### config.mk
export PLATFORM = sky130hd
export DESIGN_NAME = uptime_hundredths_from_tick_counter_unit
export DESIGN_NICKNAME = d
export VERILOG_FILES = /design/src/hdl/uhtc_pkg.sv /design/src/hdl/uptime_hundredths_from_tick_counter_unit.sv
export SDC_FILE = /design/constraint.sdc
export NUM_CORES = 1
export LEC_CHECK = 0
export ABC_AREA = 1
export BUFFER_PORTS_ARGS = -buffer_cell sky130_fd_sc_hd__buf_2
export CAP_MARGIN = 15
export CORE_MARGIN = 10
export CORE_UTILIZATION = 57
export CTS_BUF_LIST = sky130_fd_sc_hd__clkbuf_2
export CTS_CLUSTER_SIZE = 28
export DETAILED_ROUTE_END_ITERATION = 10
export GPL_TIMING_DRIVEN = 0
export HOLD_SLACK_MARGIN = 0.02
export PLACE_DENSITY = 0.75
export SYNTH_ARGS = -nofsm -noshare
export SYNTH_HDL_FRONTEND = slang
export SYNTH_SLANG_ARGS = --single-unit
### constraint.sdc
create_clock -name clk -period 6.7 [get_ports clk]
set_input_delay 1.34 -clock clk [delete_from_list [all_inputs] [get_ports clk]]
set_output_delay 1.34 -clock clk [all_outputs]
set_load 0.05 [all_outputs]
### src/hdl/uhtc_pkg.sv
`default_nettype none

package uhtc_pkg;

	localparam int unsigned SAMPLE_W  = 32;
	localparam int unsigned RATE_W    = 20;
	localparam int unsigned TICKS_W   = 2 * SAMPLE_W;
	localparam int unsigned CENTI_W   = 7;
	localparam int unsigned FRAC_BITS = 7;
	localparam int unsigned CNT_W     = 7;
	localparam int unsigned PAD_W     = TICKS_W - FRAC_BITS;

	localparam logic [RATE_W-1:0]  RATE_RESET = RATE_W'(1000);
	localparam logic [CENTI_W-1:0] CENTI      = CENTI_W'(100);
	localparam logic [CNT_W-1:0]   DIV_STEPS  = CNT_W'(TICKS_W);
	localparam logic [CNT_W-1:0]   FRAC_STEPS = CNT_W'(FRAC_BITS);

	typedef logic [2:0] state_t;

endpackage

`default_nettype wire

### src/hdl/uptime_hundredths_from_tick_counter_unit.sv
`default_nettype none

// Uptime in hundredths of a second from samples of a free-running 32-bit tick counter.
// Slave stream: one beat carries a counter sample. A sample below the previous one
// counts as a counter rollover; rollovers and sample form a 64-bit tick count.
// Master stream: one beat per input beat with the uptime in hundredths, mod 2^32.
// cfg_we/cfg_wdata write the tick rate in Hz; write it only while the block is idle.
// A rate of zero is used as one.
// One shared 20-bit restoring subtract/compare unit does all division: 64 steps
// for whole seconds, then 7 steps for the fractional hundredths, with a multiply
// state between and a final state that loads the output register.
// The block takes no new sample until it has finished the last one. s_axis_tready
// is high in idle, also while a finished beat waits at the output; a new result
// that finds the output register still full holds in its last state until
// m_axis_tready frees it.
// Reset: rate returns to 1000 Hz, last sample and rollover count clear to zero,
// the output register empties.
module uptime_hundredths_from_tick_counter_unit (
	input  wire logic        clk,
	input  wire logic        arst_n,
	input  wire logic        s_axis_tvalid,
	output logic             s_axis_tready,
	input  wire logic [31:0] s_axis_tdata,  // [31:0] now_ticks
	output logic             m_axis_tvalid,
	input  wire logic        m_axis_tready,
	output logic [31:0]      m_axis_tdata,  // [31:0] uptime_hundredths
	input  wire logic        cfg_we,
	input  wire logic [19:0] cfg_wdata      // tick_rate_hz
);

	localparam uhtc_pkg::state_t ST_IDLE = 3'd0;
	localparam uhtc_pkg::state_t ST_DIV  = 3'd1;
	localparam uhtc_pkg::state_t ST_MUL  = 3'd2;
	localparam uhtc_pkg::state_t ST_FRAC = 3'd3;
	localparam uhtc_pkg::state_t ST_FIN  = 3'd4;

	uhtc_pkg::state_t                       state_q;
	logic [uhtc_pkg::RATE_W-1:0]            rate_q;
	logic [uhtc_pkg::RATE_W-1:0]            div_q;
	logic [uhtc_pkg::SAMPLE_W-1:0]          last_q;
	logic [uhtc_pkg::SAMPLE_W-1:0]          wrap_q;
	logic [uhtc_pkg::RATE_W-1:0]            rem_q;
	logic [uhtc_pkg::TICKS_W-1:0]           sh_q;
	logic [uhtc_pkg::CNT_W-1:0]             cnt_q;
	logic [uhtc_pkg::SAMPLE_W-1:0]          acc_q;
	logic [uhtc_pkg::SAMPLE_W-1:0]          out_q;
	logic                                   out_vld_q;

	logic                                   in_fire;
	logic [uhtc_pkg::SAMPLE_W-1:0]          wrap_nxt;
	logic [uhtc_pkg::RATE_W:0]              trial;
	logic [uhtc_pkg::RATE_W+1:0]            diff;
	logic                                   ge;
	logic [uhtc_pkg::RATE_W-1:0]            rem_nxt;
	logic [uhtc_pkg::SAMPLE_W-1:0]          qprod;
	logic [uhtc_pkg::RATE_W+uhtc_pkg::CENTI_W-1:0]   rprod;
	logic                                   out_free;
	logic                                   out_load;

	assign s_axis_tready = (state_q == ST_IDLE);
	assign in_fire       = s_axis_tvalid && s_axis_tready;
	assign m_axis_tvalid = out_vld_q;
	assign m_axis_tdata  = out_q;
	assign out_free      = !out_vld_q || m_axis_tready;
	assign out_load      = (state_q == ST_FIN) && out_free;

	assign wrap_nxt = (s_axis_tdata < last_q) ? wrap_q + uhtc_pkg::SAMPLE_W'(1) : wrap_q;

	// shared restoring divide step
	assign trial   = {rem_q, sh_q[uhtc_pkg::TICKS_W-1]};
	assign diff    = {1'b0, trial} - {2'b00, div_q};
	assign ge      = !diff[uhtc_pkg::RATE_W+1];
	assign rem_nxt = ge ? diff[uhtc_pkg::RATE_W-1:0] : trial[uhtc_pkg::RATE_W-1:0];

	assign qprod = sh_q[uhtc_pkg::SAMPLE_W-1:0] * uhtc_pkg::SAMPLE_W'(uhtc_pkg::CENTI);
	assign rprod = {{uhtc_pkg::CENTI_W{1'b0}}, rem_q} *
		{{uhtc_pkg::RATE_W{1'b0}}, uhtc_pkg::CENTI};

	always_ff @(posedge clk or negedge arst_n) begin
		if (!arst_n) begin
			state_q   <= ST_IDLE;
			rate_q    <= uhtc_pkg::RATE_RESET;
			last_q    <= '0;
			wrap_q    <= '0;
			cnt_q     <= '0;
			out_vld_q <= 1'b0;
		end else begin
			if (cfg_we) begin
				rate_q <= cfg_wdata;
			end
			if (out_load) begin
				out_vld_q <= 1'b1;
			end else if (m_axis_tready) begin
				out_vld_q <= 1'b0;
			end
			unique case (state_q)
				ST_IDLE: begin
					if (in_fire) begin
						last_q  <= s_axis_tdata;
						wrap_q  <= wrap_nxt;
						cnt_q   <= uhtc_pkg::DIV_STEPS;
						state_q <= ST_DIV;
					end
				end
				ST_DIV: begin
					cnt_q <= cnt_q - uhtc_pkg::CNT_W'(1);
					if (cnt_q == uhtc_pkg::CNT_W'(1)) begin
						state_q <= ST_MUL;
					end
				end
				ST_MUL: begin
					cnt_q   <= uhtc_pkg::FRAC_STEPS;
					state_q <= ST_FRAC;
				end
				ST_FRAC: begin
					cnt_q <= cnt_q - uhtc_pkg::CNT_W'(1);
					if (cnt_q == uhtc_pkg::CNT_W'(1)) begin
						state_q <= ST_FIN;
					end
				end
				ST_FIN: begin
					// hold until the output register can take the beat
					if (out_free) begin
						state_q <= ST_IDLE;
					end
				end
				default: begin
					state_q <= ST_IDLE;
				end
			endcase
		end
	end

	always_ff @(posedge clk) begin
		case (state_q)
			ST_IDLE: begin
				if (in_fire) begin
					div_q <= (rate_q == '0) ? uhtc_pkg::RATE_W'(1) : rate_q;
					rem_q <= '0;
					sh_q  <= {wrap_nxt, s_axis_tdata};
				end
			end
			ST_DIV, ST_FRAC: begin
				rem_q <= rem_nxt;
				sh_q  <= {sh_q[uhtc_pkg::TICKS_W-2:0], ge};
			end
			ST_MUL: begin
				// whole seconds times 100, then seed the fraction divide with remainder*100
				acc_q <= qprod;
				rem_q <= rprod[uhtc_pkg::RATE_W+uhtc_pkg::CENTI_W-1:uhtc_pkg::FRAC_BITS];
				sh_q  <= {rprod[uhtc_pkg::FRAC_BITS-1:0], {uhtc_pkg::PAD_W{1'b0}}};
			end
			ST_FIN: begin
				if (out_free) begin
					out_q <= acc_q + uhtc_pkg::SAMPLE_W'(sh_q[uhtc_pkg::FRAC_BITS-1:0]);
				end
			end
			default: begin
			end
		endcase
	end

`ifndef ASSERT_OFF
	a_accept_starts_div: assert property (@(posedge clk) disable iff (!arst_n)
		in_fire |=> (state_q == ST_DIV) && (cnt_q == uhtc_pkg::DIV_STEPS))
		else $error("accepted beat did not start the whole-seconds divide");

	a_rem_below_div: assert property (@(posedge clk) disable iff (!arst_n)
		(state_q == ST_DIV || state_q == ST_FRAC) |-> (rem_q < div_q))
		else $error("partial remainder not below divisor");

	a_div_nonzero: assert property (@(posedge clk) disable iff (!arst_n)
		(state_q == ST_DIV || state_q == ST_FRAC) |-> (div_q != '0))
		else $error("divisor is zero during divide");

	a_cnt_live: assert property (@(posedge clk) disable iff (!arst_n)
		(state_q == ST_DIV || state_q == ST_FRAC) |-> (cnt_q != '0))
		else $error("step counter empty while dividing");
`endif

endmodule

`default_nettype wire
After elaboration in Yosys (flattened, before gate mapping)

Index checks and enable logic that the tools add are counted.

Register bits: 261
Bits of input ports: 57
Output and inout bits: 34
Logic and storage cells: 56

Add/subtract/negate cells: 4
Multipliers: 2
Order comparisons: 1
Equal/unequal tests: 9
Muxes and demuxes: 15
Reductions and logical operators: 14

Operator list:

| cell                                                 | count |
|---|---|
| case mux 64 bit (3 select lines)                     | 1 |
| two-way mux 64 bit                                   | 1 |
| case mux 20 bit (3 select lines)                     | 1 |
| two-way mux 20 bit                                   | 2 |
| adder 32 x 1 -> 32 bit (second input constant)       | 1 |
| adder 32 x 7 -> 32 bit                               | 1 |
| less-than comparator 32 bit                          | 1 |
| multiplier 32 x 5 -> 30 bit (second input constant)  | 1 |
| two-way mux 32 bit                                   | 1 |
| multiplier 20 x 5 -> 25 bit (second input constant)  | 1 |
| subtractor 21 x 20 -> 22 bit                         | 1 |
| case mux 7 bit (3 select lines)                      | 1 |
| logical NOT 20 bit                                   | 1 |
| case mux 3 bit (5 select lines)                      | 1 |
| two-way mux 3 bit                                    | 4 |
| equality test 7 x 1 -> 1 bit (second input constant) | 1 |
| two-way mux 7 bit                                    | 1 |
| subtractor 7 x 1 -> 7 bit (second input constant)    | 1 |
| equality test 3 x 2 -> 1 bit (second input constant) | 2 |
| != test 2 bit (second input constant)                | 3 |
| AND reduction 2 bit                                  | 3 |
| AND reduction 4 bit                                  | 1 |
| equality test 3 x 1 -> 1 bit (second input constant) | 1 |
| equality test 3 bit (second input constant)          | 1 |
| other kinds (9)                                      | 12 |

Longest topological paths before layout

Gate-level depths: netlist of the first run.

Depth after elaboration: 4
Mapped depth: 17
Depth with buffers taken out: 17

Worst setup path after synthesis of the first run

OpenSTA, ideal clock, no wires.

Kind: input to register
Start point: in s_axis_tvalid
End point: reg cnt_q[5] (netlist bit)
Setup time: 71 ps
Arrival: 6091 ps
Data required time: 6629 ps
Setup slack: 537 ps
Stages on the path: 6
Buffers on the path: 0
Cells stage by stage: nor3_1 -> nor2_1 -> nand3_1 -> o21ai_0 -> nand2_1 -> nor2_1

Word-level cells in the longest chain between the ends: 3

Ends and longest elaborated chain:

| what                                    | RTL line                                        | text |
|---|---|---|
| from (decl)                             | uptime_hundredths_from_tick_counter_unit.sv:21  | `input wire logic s_axis_tvalid,` |
| logical AND 1 bit                       | uptime_hundredths_from_tick_counter_unit.sv:61  | `assign in_fire = s_axis_tvalid && s_axis_tready;` |
| != test 2 x 1 -> 1 bit (no source line) | --                                              |  |
| AND reduction 2 bit (no source line)    | --                                              |  |
| to (signal assigned)                    | uptime_hundredths_from_tick_counter_unit.sv:101 | `cnt_q <= uhtc_pkg::DIV_STEPS;` |
| to (signal assigned)                    | uptime_hundredths_from_tick_counter_unit.sv:106 | `cnt_q <= cnt_q - uhtc_pkg::CNT_W'(1);` |
| to (signal assigned)                    | uptime_hundredths_from_tick_counter_unit.sv:112 | `cnt_q <= uhtc_pkg::FRAC_STEPS;` |
| to (decl)                               | uptime_hundredths_from_tick_counter_unit.sv:44  | `logic [uhtc_pkg::CNT_W-1:0] cnt_q;` |

No other way between the ends.
A chain may end at the register's enable or synchronous reset.

Worst setup path after layout of the first run

Start point: reg sh_q[3] (netlist bit)
End point: reg acc_q[25] (netlist bit) (data pin)

Word-level cells in the longest chain between the ends: 1

Ends and longest elaborated chain:

| what                        | RTL line                                        | text |
|---|---|---|
| from (decl)                 | uptime_hundredths_from_tick_counter_unit.sv:43  | `logic [uhtc_pkg::TICKS_W-1:0] sh_q;` |
| from (signal assigned)      | uptime_hundredths_from_tick_counter_unit.sv:140 | `sh_q <= {wrap_nxt, s_axis_tdata};` |
| from (signal assigned)      | uptime_hundredths_from_tick_counter_unit.sv:145 | `sh_q <= {sh_q[uhtc_pkg::TICKS_W-2:0], ge};` |
| from (signal assigned)      | uptime_hundredths_from_tick_counter_unit.sv:151 | `sh_q <= {rprod[uhtc_pkg::FRAC_BITS-1:0], {uhtc_pkg::PAD_W{1'b0}}};` |
| multiplier 32 x 5 -> 30 bit | uptime_hundredths_from_tick_counter_unit.sv:75  | `assign qprod = sh_q[uhtc_pkg::SAMPLE_W-1:0] * uhtc_pkg::SAMPLE_W'(uhtc_pkg::CENTI);` |
| net qprod (one bit)         | uptime_hundredths_from_tick_counter_unit.sv:55  | `logic [uhtc_pkg::SAMPLE_W-1:0] qprod;` |
| to (signal assigned)        | uptime_hundredths_from_tick_counter_unit.sv:149 | `acc_q <= qprod;` |
| to (decl)                   | uptime_hundredths_from_tick_counter_unit.sv:45  | `logic [uhtc_pkg::SAMPLE_W-1:0] acc_q;` |

The timed path passes the listed nets, and every way through them passes these cells.

==> out/qor.yml, run 1 <==
synth_cells: 2336
critical_path_end_type: "flop"
final_util_pct: 62.7
grt_max_degree: 59
path_clk_slew_ns: 0.11
mappedNetlistArea_mm2: 0.0191
crit_type: "flop to flop"
drive_gt1_share_pct: 10.9
first_global_vias: 15381
overflow: 0
cts_root_buffer: "clkbuf_2"
gp_congestion: 0.947
num-nets-final: 2800
synth.top_cells.by_area: "edfxtp_1 26%, ha_1 13%, nand2_1 12%"
cts_tree: "yes"
grt_antenna_before_repair: 1
async_set_or_reset_register_ratio_after_synthesis_pct: 36.4
timing.slew.headroom_pct: 39.1
cts_buffer_depth: 3
cts.repair_timing.setup_buffer_count: 0
hold_viol_final: 0
synthTopCellsByCount: "629 x nand2_1, 401 x inv_1, 200 x ha_1"
clock_latency_on_the_worst_skew_pair_ns: 0.97
clock_sink_count: 261
placedInstanceArea_mm2: 0.0202
postSynthAreaPerCell_um2: 8.19
synth.lib_cells_used.distinct: 51
drt_iter0_drc: 1017
initial_core_utilization_pct: 57.5
timing.clock.skew_ns: 0.0627
track_usage_pct: 22.8
pre_cts_slack_ns: 2.98
worstPathMaxFanout: 5
area_delta_synth_final_pct: 9.19
final_period_minus_worst_setup_slack_ns: 3.60
drc: 0
post_drt_via_cell_ratio: 5.24
die_width_um: 203
fmax_mhz: 278
post-synth-top-area-fraction_pct: 26.1
die_y_um: 203
yosys_warnings: 0
synth_most_common_cell: "nand2_1"
period_share_pct: 53.7
max-cap-violations: 0
synth.ff_latch_count: 261
rsz_0062_raised_after_global_routing: "no"
report.final.setup_viol: 0
core_area_mm2: 0.0333
cts_buffer_count: 71
cts_repair_resize_count: 0
drt_pass1_iterations: 6
synth.largest_area_cell: "edfxtp_1"
setup-tns-final_ns: 0
min-delay-path-class: "primary input to async pin"
design.die.area_mm2: 0.0413
worst_slack_ns: 3.10
synth_top_flop_cell: "edfxtp_1"
cp.arrival_ns: 4.27
worst_slew_pin_slew_ns: 0.912
hpwl_um: 37200
cts_max_level: 3
num_rows: 67
detail_route.wirelength_um: 46700
mappedNetlistNets: 2634
part_of_the_yosys_area_used_for_sequential_elements_pct: 38.5
final-max-slew-violation-count: 0
crit_required_ns: 7.37
synth-edff-count: 166
num_vias: 15740
detail_route.wl_per_cell_um: 15.5
first_pass_grt_wire_length_um: 76600
port_bufs: 89
io-pin-count: 91
ant_nets: 0
holdBufCountCts: 0
stdcell_area_mm2: 0.0209
run_status: "completed"
timing.critical_path.from_type: "flop"
## path summary, 6_finish.rpt
kind,cells after the start,end,from,slack (ns)
worst max-delay path,13,acc_q[25],sh_q[3],3.10
max in group asynchronous,2,last_q[26],arst_n,5.58
min in group clk,2,last_q[7],last_q[7],0.50
worst max register to register,13,acc_q[25],sh_q[3],3.10
worst min-delay path,1,rate_q[16],arst_n,0.36
worst min register to register,2,last_q[7],last_q[7],0.50
## cell families (layout without fill, tap and decap cells)
group           count (synthesis)  after routing  synth area share (%)
buf+inv                       468            689                  9.38
compound gates                279            279                  7.94
flops                         261            261                  38.5
simple gates                  975            975                  21.4
other cells                     0              1                     0
xor+xnor                       97             97                  4.44
mux                            15             15                 0.883
fa+ha+maj                     241            241                  17.4
## routing by layer
layer  share of wire, %  track usage [%]  up-vias
met4                2.5             8.26        0
met3                6.2             4.52       85
li1                   -                -     7950
met2                 46             36.5      403
met5                  0                0        -
met1                 45             30.1     7302
## area by class of cell
class                           instances  area [um^2]
Antenna cell                            1         2.50
Clock inverter                         26          131
Multi-Input combinational cell       1607         9980
Timing Repair Buffer                   93          536
Sequential cell                       261         7370
Fill cell                            2997        12400
Tap cell                              448          561
Clock buffer                          102          510
Inverter                              403         1510
Buffer                                 65          282
## critical path: stages (launching register included)
cell      delay (ns)
edfxtp_1        0.52
ha_1            0.35
ha_1            0.32
fa_1            0.46
ha_1            0.37
a21oi_1         0.21
nand2_1         0.10
a21boi_1        0.25
o21bai_1        0.21
a21o_1          0.23
nand2_1         0.08
nand2_1         0.05
nand2_1         0.06
nand2_1         0.07
## state kept, by name, indices dropped and copies added (netlist names)
signal,flops
acc_q,30
cnt_q,7
div_q,20
last_q,32
m_axis_tdata,32
m_axis_tvalid,1
rate_q,20
rem_q,20
sh_q,64
state_q,3
wrap_q,32
## placed cells by master, fill, tap and decap left out, types with 4 or more instances in the layout
master	netlist	final
a21o_1	8	8
a21oi_1	98	98
buf_2	17	105
clkbuf_1	42	41
clkbuf_2	0	103
clkinv_1	1	18
clkinv_2	0	6
dfrtp_1	89	89
dfstp_2	6	6
edfxtp_1	166	166
fa_1	41	41
ha_1	200	200
inv_1	401	401
mux2_2	15	15
nand2_1	629	629
nand2_2	6	6
nand3_1	113	113
nand3_2	4	4
nand3b_1	8	8
nand4_1	26	26
nor2_1	123	121
nor2_4	3	5
nor3_1	35	35
nor3_2	6	6
nor4_1	9	9
o21ai_0	100	100
o21ai_1	24	24
o21bai_1	7	7
o22ai_1	23	23
xnor2_1	39	39
xor2_1	58	58
## per-stage QoR
stage | hold slack (ns) | instances
after floorplan | 0.453 | 2336
after global placement | 0.469 | 2873
after detailed placement | 0.476 | 2877
after CTS | 0.273 | 3005
after global routing | 0.346 | 3006
final | 0.359 | 3006
Power of run 1 is left out: the tool's default activity adds up to more than one toggle a clock period on the data nets, which glitch-free logic cannot reach.
==> run 2, diff against run 1 <==
--- a/config.mk
+++ b/config.mk
@@ -15,7 +15,7 @@
 export DETAILED_ROUTE_END_ITERATION = 10
 export GPL_TIMING_DRIVEN = 0
 export HOLD_SLACK_MARGIN = 0.02
-export PLACE_DENSITY = 0.75
+export PLACE_DENSITY = 0.78
 export SYNTH_ARGS = -nofsm -noshare
 export SYNTH_HDL_FRONTEND = slang
 export SYNTH_SLANG_ARGS = --single-unit
==> constraint.sdc (replaced) <==
create_clock -name clk -period 3.3 [get_ports clk]
set_input_delay 0.66 -clock clk [delete_from_list [all_inputs] [get_ports clk]]
set_output_delay 0.66 -clock clk [all_outputs]
set_load 0.05 [all_outputs]
==> out/qor.yml, run 2 (synthesized netlist as in run 1, its figures left out) <==
cts_root_buffer: "clkbuf_2"
drive_gt1_share_pct: 16.1  # +5.2 points
first_global_vias: 16062  # +4.4%
clock_sink_count: 261  # unchanged
cp.arrival_ns: 3.92  # -0.35 ns
layout_commonest_cell: "nand2_1"
hold_viol_final: 0  # unchanged
die_y_um: 203  # unchanged
timing.clock.skew_ns: 0.0680  # +0.00532 ns
io-pin-count: 91  # unchanged
rsz_0062_raised_after_global_routing: "yes"
num-nets-final: 2898  # +3.5%
initial_core_utilization_pct: 57.5  # unchanged
crit_type: "flop to flop"
core_area_mm2: 0.0333  # unchanged
path_clk_slew_ns: 0.12  # about the same
timing.slew.headroom_pct: 40.9  # +1.8 points
fillers: 2706  # -9.7%
overflow: 0  # unchanged
r2r_setup_slack_ns: 0.05  # -3.05 ns
r2r-start: "rem_q[2]"
ant_nets: 0  # unchanged
largest_reg_flops: 64  # unchanged
period_share_pct: 98.4  # +45 points
cts_buffer_depth: 3  # unchanged
grt_antenna_before_repair: 5  # +4
clock_latency_on_the_worst_skew_pair_ns: 0.94  # -0.03 ns
drt_iter0_drc: 964  # -5.2%
largest-register: "sh_q"
drc: 0  # unchanged
die_width_um: 203  # unchanged
post_drt_via_cell_ratio: 5.30  # +1.1%
area_delta_synth_final_pct: 16.8
crit_required_ns: 3.97  # -3.40 ns
detail_route.wirelength_um: 49300  # +5.6%
gp_congestion: 0.951  # +0.49%
min-delay-path-class: "primary input to flop"
drt_pass1_iterations: 6  # unchanged
worst-r2r-cell-count: 13  # unchanged
timing.rr.end: "rem_q[14]"
final_period_minus_worst_setup_slack_ns: 3.25  # -0.348 ns
timing.critical_path.from_type: "flop"
run_status: "completed"
final-max-slew-violation-count: 0  # unchanged
cts_max_level: 3  # unchanged
report.final.setup_viol: 0  # unchanged
num_rows: 67  # unchanged
max-cap-violations: 0  # unchanged
first_pass_grt_wire_length_um: 78900  # +3.1%
critical_path_end_type: "flop"
worstSetupEndpoint: "rem_q[14]"
final_util_pct: 67.1  # +4.4 points
fmax_mhz: 308  # +11%
worstPathMaxFanout: 5  # unchanged
cts_tree: "yes"
layout.cells.most_common_list: "610 x nand2_1, 397 x inv_1, 175 x ha_1"
design.die.area_mm2: 0.0413  # unchanged
crit_start: "rem_q[2]"
grt_max_degree: 60  # +1.7%
num_vias: 16471  # +4.6%
hpwl_um: 37300  # +0.40%
cts_buffer_count: 73  # +2.8%
worst_slew_pin_slew_ns: 0.885  # -0.0267 ns
setup-tns-final_ns: 0  # unchanged
detail_route.wl_per_cell_um: 15.9  # +2.0%
port_bufs: 89  # unchanged
track_usage_pct: 23.3  # +0.50 points
run 2: cell types whose count changed in the layout (fill, tap and decap cells not counted), sizes merged:
cell / delta
buf: +42
inv: -1
diode: +4
clkbuf: +15
dlygate4sd3: +54
clkinvlp: +2
clkinv: -12
run 2: cell type report:
cell class                 count  area, um^2  area share (%)
multi-input combinational   1607       10500            47.0
sequential                   261        7370            33.0
inverter                     403        1510            6.77
timing repair buffer         189        1420            6.35
clock buffer                 117         586            2.62
tap                          448         561            2.51
buffer                        65         282            1.26
clock inverter                15        95.1           0.426
antenna                        5        12.5          0.0560
run 2: how the worst min path moves through the flow:
| stage | startpoint | cells past startpoint | slack [ns] | endpoint |
|---|---|---|---|---|
| floorplan | arst_n | 0 | 0.36 | cnt_q[0] |
| global placement | last_q[2] | 2 | 0.47 | last_q[2] |
| detailed placement | last_q[7] | 2 | 0.48 | last_q[7] |
| CTS | s_axis_tvalid | 6 | 0.15 | cnt_q[4] |
| global route | cfg_we | 2 | 0.18 | rate_q[1] |
| finish | cfg_we | 2 | 0.22 | rate_q[1] |
run 2: worst max-delay path, stage by stage, from the launching register on:
cell and delay (ns):
edfxtp_1 0.46, ha_1 0.32, ha_1 0.32, fa_1 0.51
ha_4 0.32, nand2_1 0.11, nor3_2 0.23, nor2_2 0.09
o21ai_2 0.26, nand2_2 0.10, nand2_1 0.06, nand2_1 0.04
nand3_1 0.08, nand2_1 0.08
run 2: routing by layer:
metal,wire length [um],GRT usage (%),up-vias
met5,0,0,-
met2,24200,39.0,433
li1,-,-,8153
met3,2420,4.09,101
met1,21400,29.7,7784
met4,1340,8.61,0
run 2: timing repair:
item                                    CTS  global route
hold endpoints to repair                 86             0
resized for setup                        15           105
hold buffers                             54             0
pin swaps                                 0            22
buffers inserted                         16            25
endpoints found under the setup margin   25            32
run 2: stage by stage:
| step | instance area [um^2] | setup slack [ns] | hold WS, ns | instances |
|---|---|---|---|---|
| global route | 22300 | -0.0786 | 0.177 | 3110 |
| global placement | 20100 | -0.424 | 0.469 | 2873 |
| CTS | 21700 | -0.0477 | 0.148 | 3080 |
| detailed placement | 20300 | -0.211 | 0.478 | 2878 |
| finish | 22300 | 0.0522 | 0.219 | 3110 |
| floorplan | 19100 | 0.183 | 0.364 | 2336 |
Power of run 2 is left out for the same reason.
==> run 3, diff against run 2 <==
--- a/config.mk
+++ b/config.mk
@@ -5,9 +5,9 @@
 export SDC_FILE = /design/constraint.sdc
 export NUM_CORES = 1
 export LEC_CHECK = 0
-export ABC_AREA = 1
 export BUFFER_PORTS_ARGS = -buffer_cell sky130_fd_sc_hd__buf_2
 export CAP_MARGIN = 15
+export CORE_ASPECT_RATIO = 1.25
 export CORE_MARGIN = 10
 export CORE_UTILIZATION = 57
 export CTS_BUF_LIST = sky130_fd_sc_hd__clkbuf_2
==> out/qor.yml, run 3 <==
met2RoutedLength_um: 25700  # +6.2%
clock_latency_on_the_worst_skew_pair_ns: 0.97  # +0.03 ns
r2r-start: "rem_q[12]"
period_share_pct: 124  # +26 points
post_drt_via_cell_ratio: 5.94  # +12%
top_layer_reached_by_signal_wires: "met4"
port_bufs: 90  # +1.1%
cts_max_level: 3  # unchanged
drc: 0  # unchanged
fmax_mhz: 244  # -21%
critical_path_end_type: "flop"
num-nets-final: 2395  # -17%
timing.clock.skew_ns: 0.113  # +0.0451 ns
cts_buffer_depth: 3  # unchanged
layout_commonest_cell: "inv_1"
synth.lib_cells_used.distinct: 77  # +51%
largest-register: "sh_q"
cts_buffer_count: 69  # -5.5%
clock_sink_count: 261  # unchanged
register_area_mm2: 0.00737  # unchanged
pre_cts_slack_ns: -0.647  # -0.436 ns
die_width_um: 179  # -12%
layout.cells.most_common_list: "233 x inv_1, 166 x edfxtp_1, 156 x ha_1"
cts_root_buffer: "clkbuf_2"
core_area_mm2: 0.0310  # -6.9%
timing.slew.headroom_pct: 36.8  # -4.1 points
worst_path_largest_cell_delay_ns: 0.52  # about the same
setup-tns-final_ns: -10.54  # -10.54 ns
final-max-slew-violation-count: 0  # unchanged
synth_most_common_cell: "inv_1"
worst_slew_pin_slew_ns: 0.948  # +0.0632 ns
mappedNetlistNets: 2086  # -21%
min_delay_path_depth: 3  # +1
crit_required_ns: 3.89  # -0.08 ns
crit_type: "flop to flop"
hold_start: "s_axis_tdata[1]"
worstPathMaxFanout: 3  # -2
synth_cells: 1788  # -23%
failed_checks: "setup timing"
hpwl_um: 31800  # -15%
synth.ff_latch_count: 261  # unchanged
timing.critical_path.from_type: "flop"
slowest_stage: "edfxtp_1"
worstPathCellList: "ha_4 > ha_4 > inv_2 > fa_1 > inv_2 > ha_4 > a21o_1 > a211oi_2 > o21bai_1 > or3_4 > o211ai_1 > o21ai_1 > a21oi_2 > xor2_1 > o22ai_1"
synth.largest_area_cell: "edfxtp_1"
worst-r2r-cell-count: 15  # +2
report.final.setup_viol: 28  # +28
post-synth-top-area-fraction_pct: 27.8  # +1.7 points
worst_slack_ns: -0.798  # -0.850 ns
min-delay-path-class: "primary input to flop"
overflow: 0  # unchanged
io-pin-count: 91  # unchanged
cts_tree: "yes"
first_pass_grt_wire_length_um: 75800  # -3.9%
cp.arrival_ns: 4.69  # +0.77 ns
track_usage_pct: 24.0  # +0.71 points
timing.rr.end: "rem_q[19]"
synth.top_cells.by_area: "edfxtp_1 28%, ha_1 14%, dfrtp_1 12%"
routed-wl-met3_um: 3880  # +60%
detail_route.wirelength_um: 50600  # +2.6%
yosys_warnings: 0  # unchanged
synth-edff-count: 166  # unchanged
detail_route.wl_per_cell_um: 19.7  # +24%
largest_reg_flops: 64  # unchanged
num_vias: 15225  # -7.6%
drive_gt1_share_pct: 23.0  # +6.9 points
hold_viol_final: 0  # unchanged
synth_top_flop_cell: "edfxtp_1"
drt_iter0_drc: 1389  # +44%
part_of_the_yosys_area_used_for_sequential_elements_pct: 41.0  # +2.5 points
synthTopCellsByCount: "258 x inv_1, 200 x ha_1, 166 x edfxtp_1"
ant_nets: 0  # unchanged
async_set_or_reset_register_ratio_after_synthesis_pct: 36.4  # unchanged
fillers: 2100  # -22%
path_clk_slew_ns: 0.11  # about the same
multiInputGateArea_mm2: 0.0103  # -2.3%
initial_core_utilization_pct: 57.9  # +0.48 points
num_rows: 72  # +7.5%
max-cap-violations: 0  # unchanged
run_status: "finished with violations"
first_global_vias: 15503  # -3.5%
timing.critical_path.mode_cell: "ha_4"
die_y_um: 218  # +7.5%
mappedNetlistArea_mm2: 0.0180  # -6.1%
drt_pass1_iterations: 8  # +2
grt_antenna_before_repair: 3  # -2
grt_max_degree: 68  # +13%
design.die.area_mm2: 0.0390  # -5.4%
whs_endpoint: "last_q[1]"
gp_congestion: 0.948  # -0.38%
drt-met1-wl_um: 18500  # -13%
r2r_setup_slack_ns: -0.80  # -0.85 ns
area_delta_synth_final_pct: 22.7
final_period_minus_worst_setup_slack_ns: 4.10  # +0.850 ns
rsz_0062_raised_after_global_routing: "yes"
postSynthAreaPerCell_um2: 10.0  # +23%
run 3: changes by cell type after synthesis, sizes merged, moves of 31 or more:
cell and change:
inv -144, a21oi -39, nand3 -37, nor2 -69, nand2 -494, xnor2 +36
a21o +31
run 3: final cells by class:
type | instances | area share [%]
diodes | 4 | 0.0454
plain buffers | 80 | 1.65
clock buffers | 101 | 2.29
clock inverters | 25 | 0.937
inverters | 259 | 4.44
multi-input cells | 1186 | 46.6
flip-flops and latches | 261 | 33.5
well taps | 407 | 2.31
repair buffers | 240 | 8.31
run 3: how the worst max path moves through the flow:
stage,startpoint,to,cells after the start
finish,rem_q[12],rem_q[19],15
CTS,rem_q[2],rem_q[13],13
detailed placement,sh_q[4],acc_q[29],15
global route,rem_q[12],rem_q[19],15
floorplan,rem_q[3],rem_q[13],13
global placement,state_q[0],cnt_q[1],5
run 3: kinds of logic after synthesis:
kind of cell,count (synthesis),share of synthesized area (%)
simple gates,430,11.6
compound gates,344,12.7
buf+inv,341,7.38
flops,261,41.0
fa+ha+maj,241,18.5
xor+xnor,131,6.39
mux,40,2.37
run 3: critical path, delay by kind of cell, from the launching register on:
kind	cells	cell delay (ns)
fa+ha+maj	4	1.27
flops	1	0.52
compound gates	7	1.30
simple gates	1	0.38
xor+xnor	1	0.21
buf+inv	2	0.08
run 3: metrics by stage:
step,instance area (um^2),utilization [%],cells,hold WS (ns)
floorplan,18200,-,1788,0.364
global placement,19100,61.8,2285,0.453
CTS,21400,68.9,2536,0.0220
global route,22000,71.1,2563,0.0560
detailed placement,19300,62.2,2290,0.481
finish,22000,71.1,2563,0.0914
run 3: what timing repair did:
item / CTS / global route
buffers inserted: 69 / 31
hold buffers: 52 / 0
pin swaps: 97 / 87
resized for setup: 73 / 96
endpoints found under the setup margin: 64 / 76
endpoints found under the hold margin: 79 / 0
gates cloned: 0 / 0
run 3: per-layer routing:
metal	global-route usage, %	up-vias
li1	-	6926
met1	27.2	7335
met2	42.2	747
met3	3.97	217
met4	12.8	0
met5	0	-
Power of run 3 is left out for the same reason.
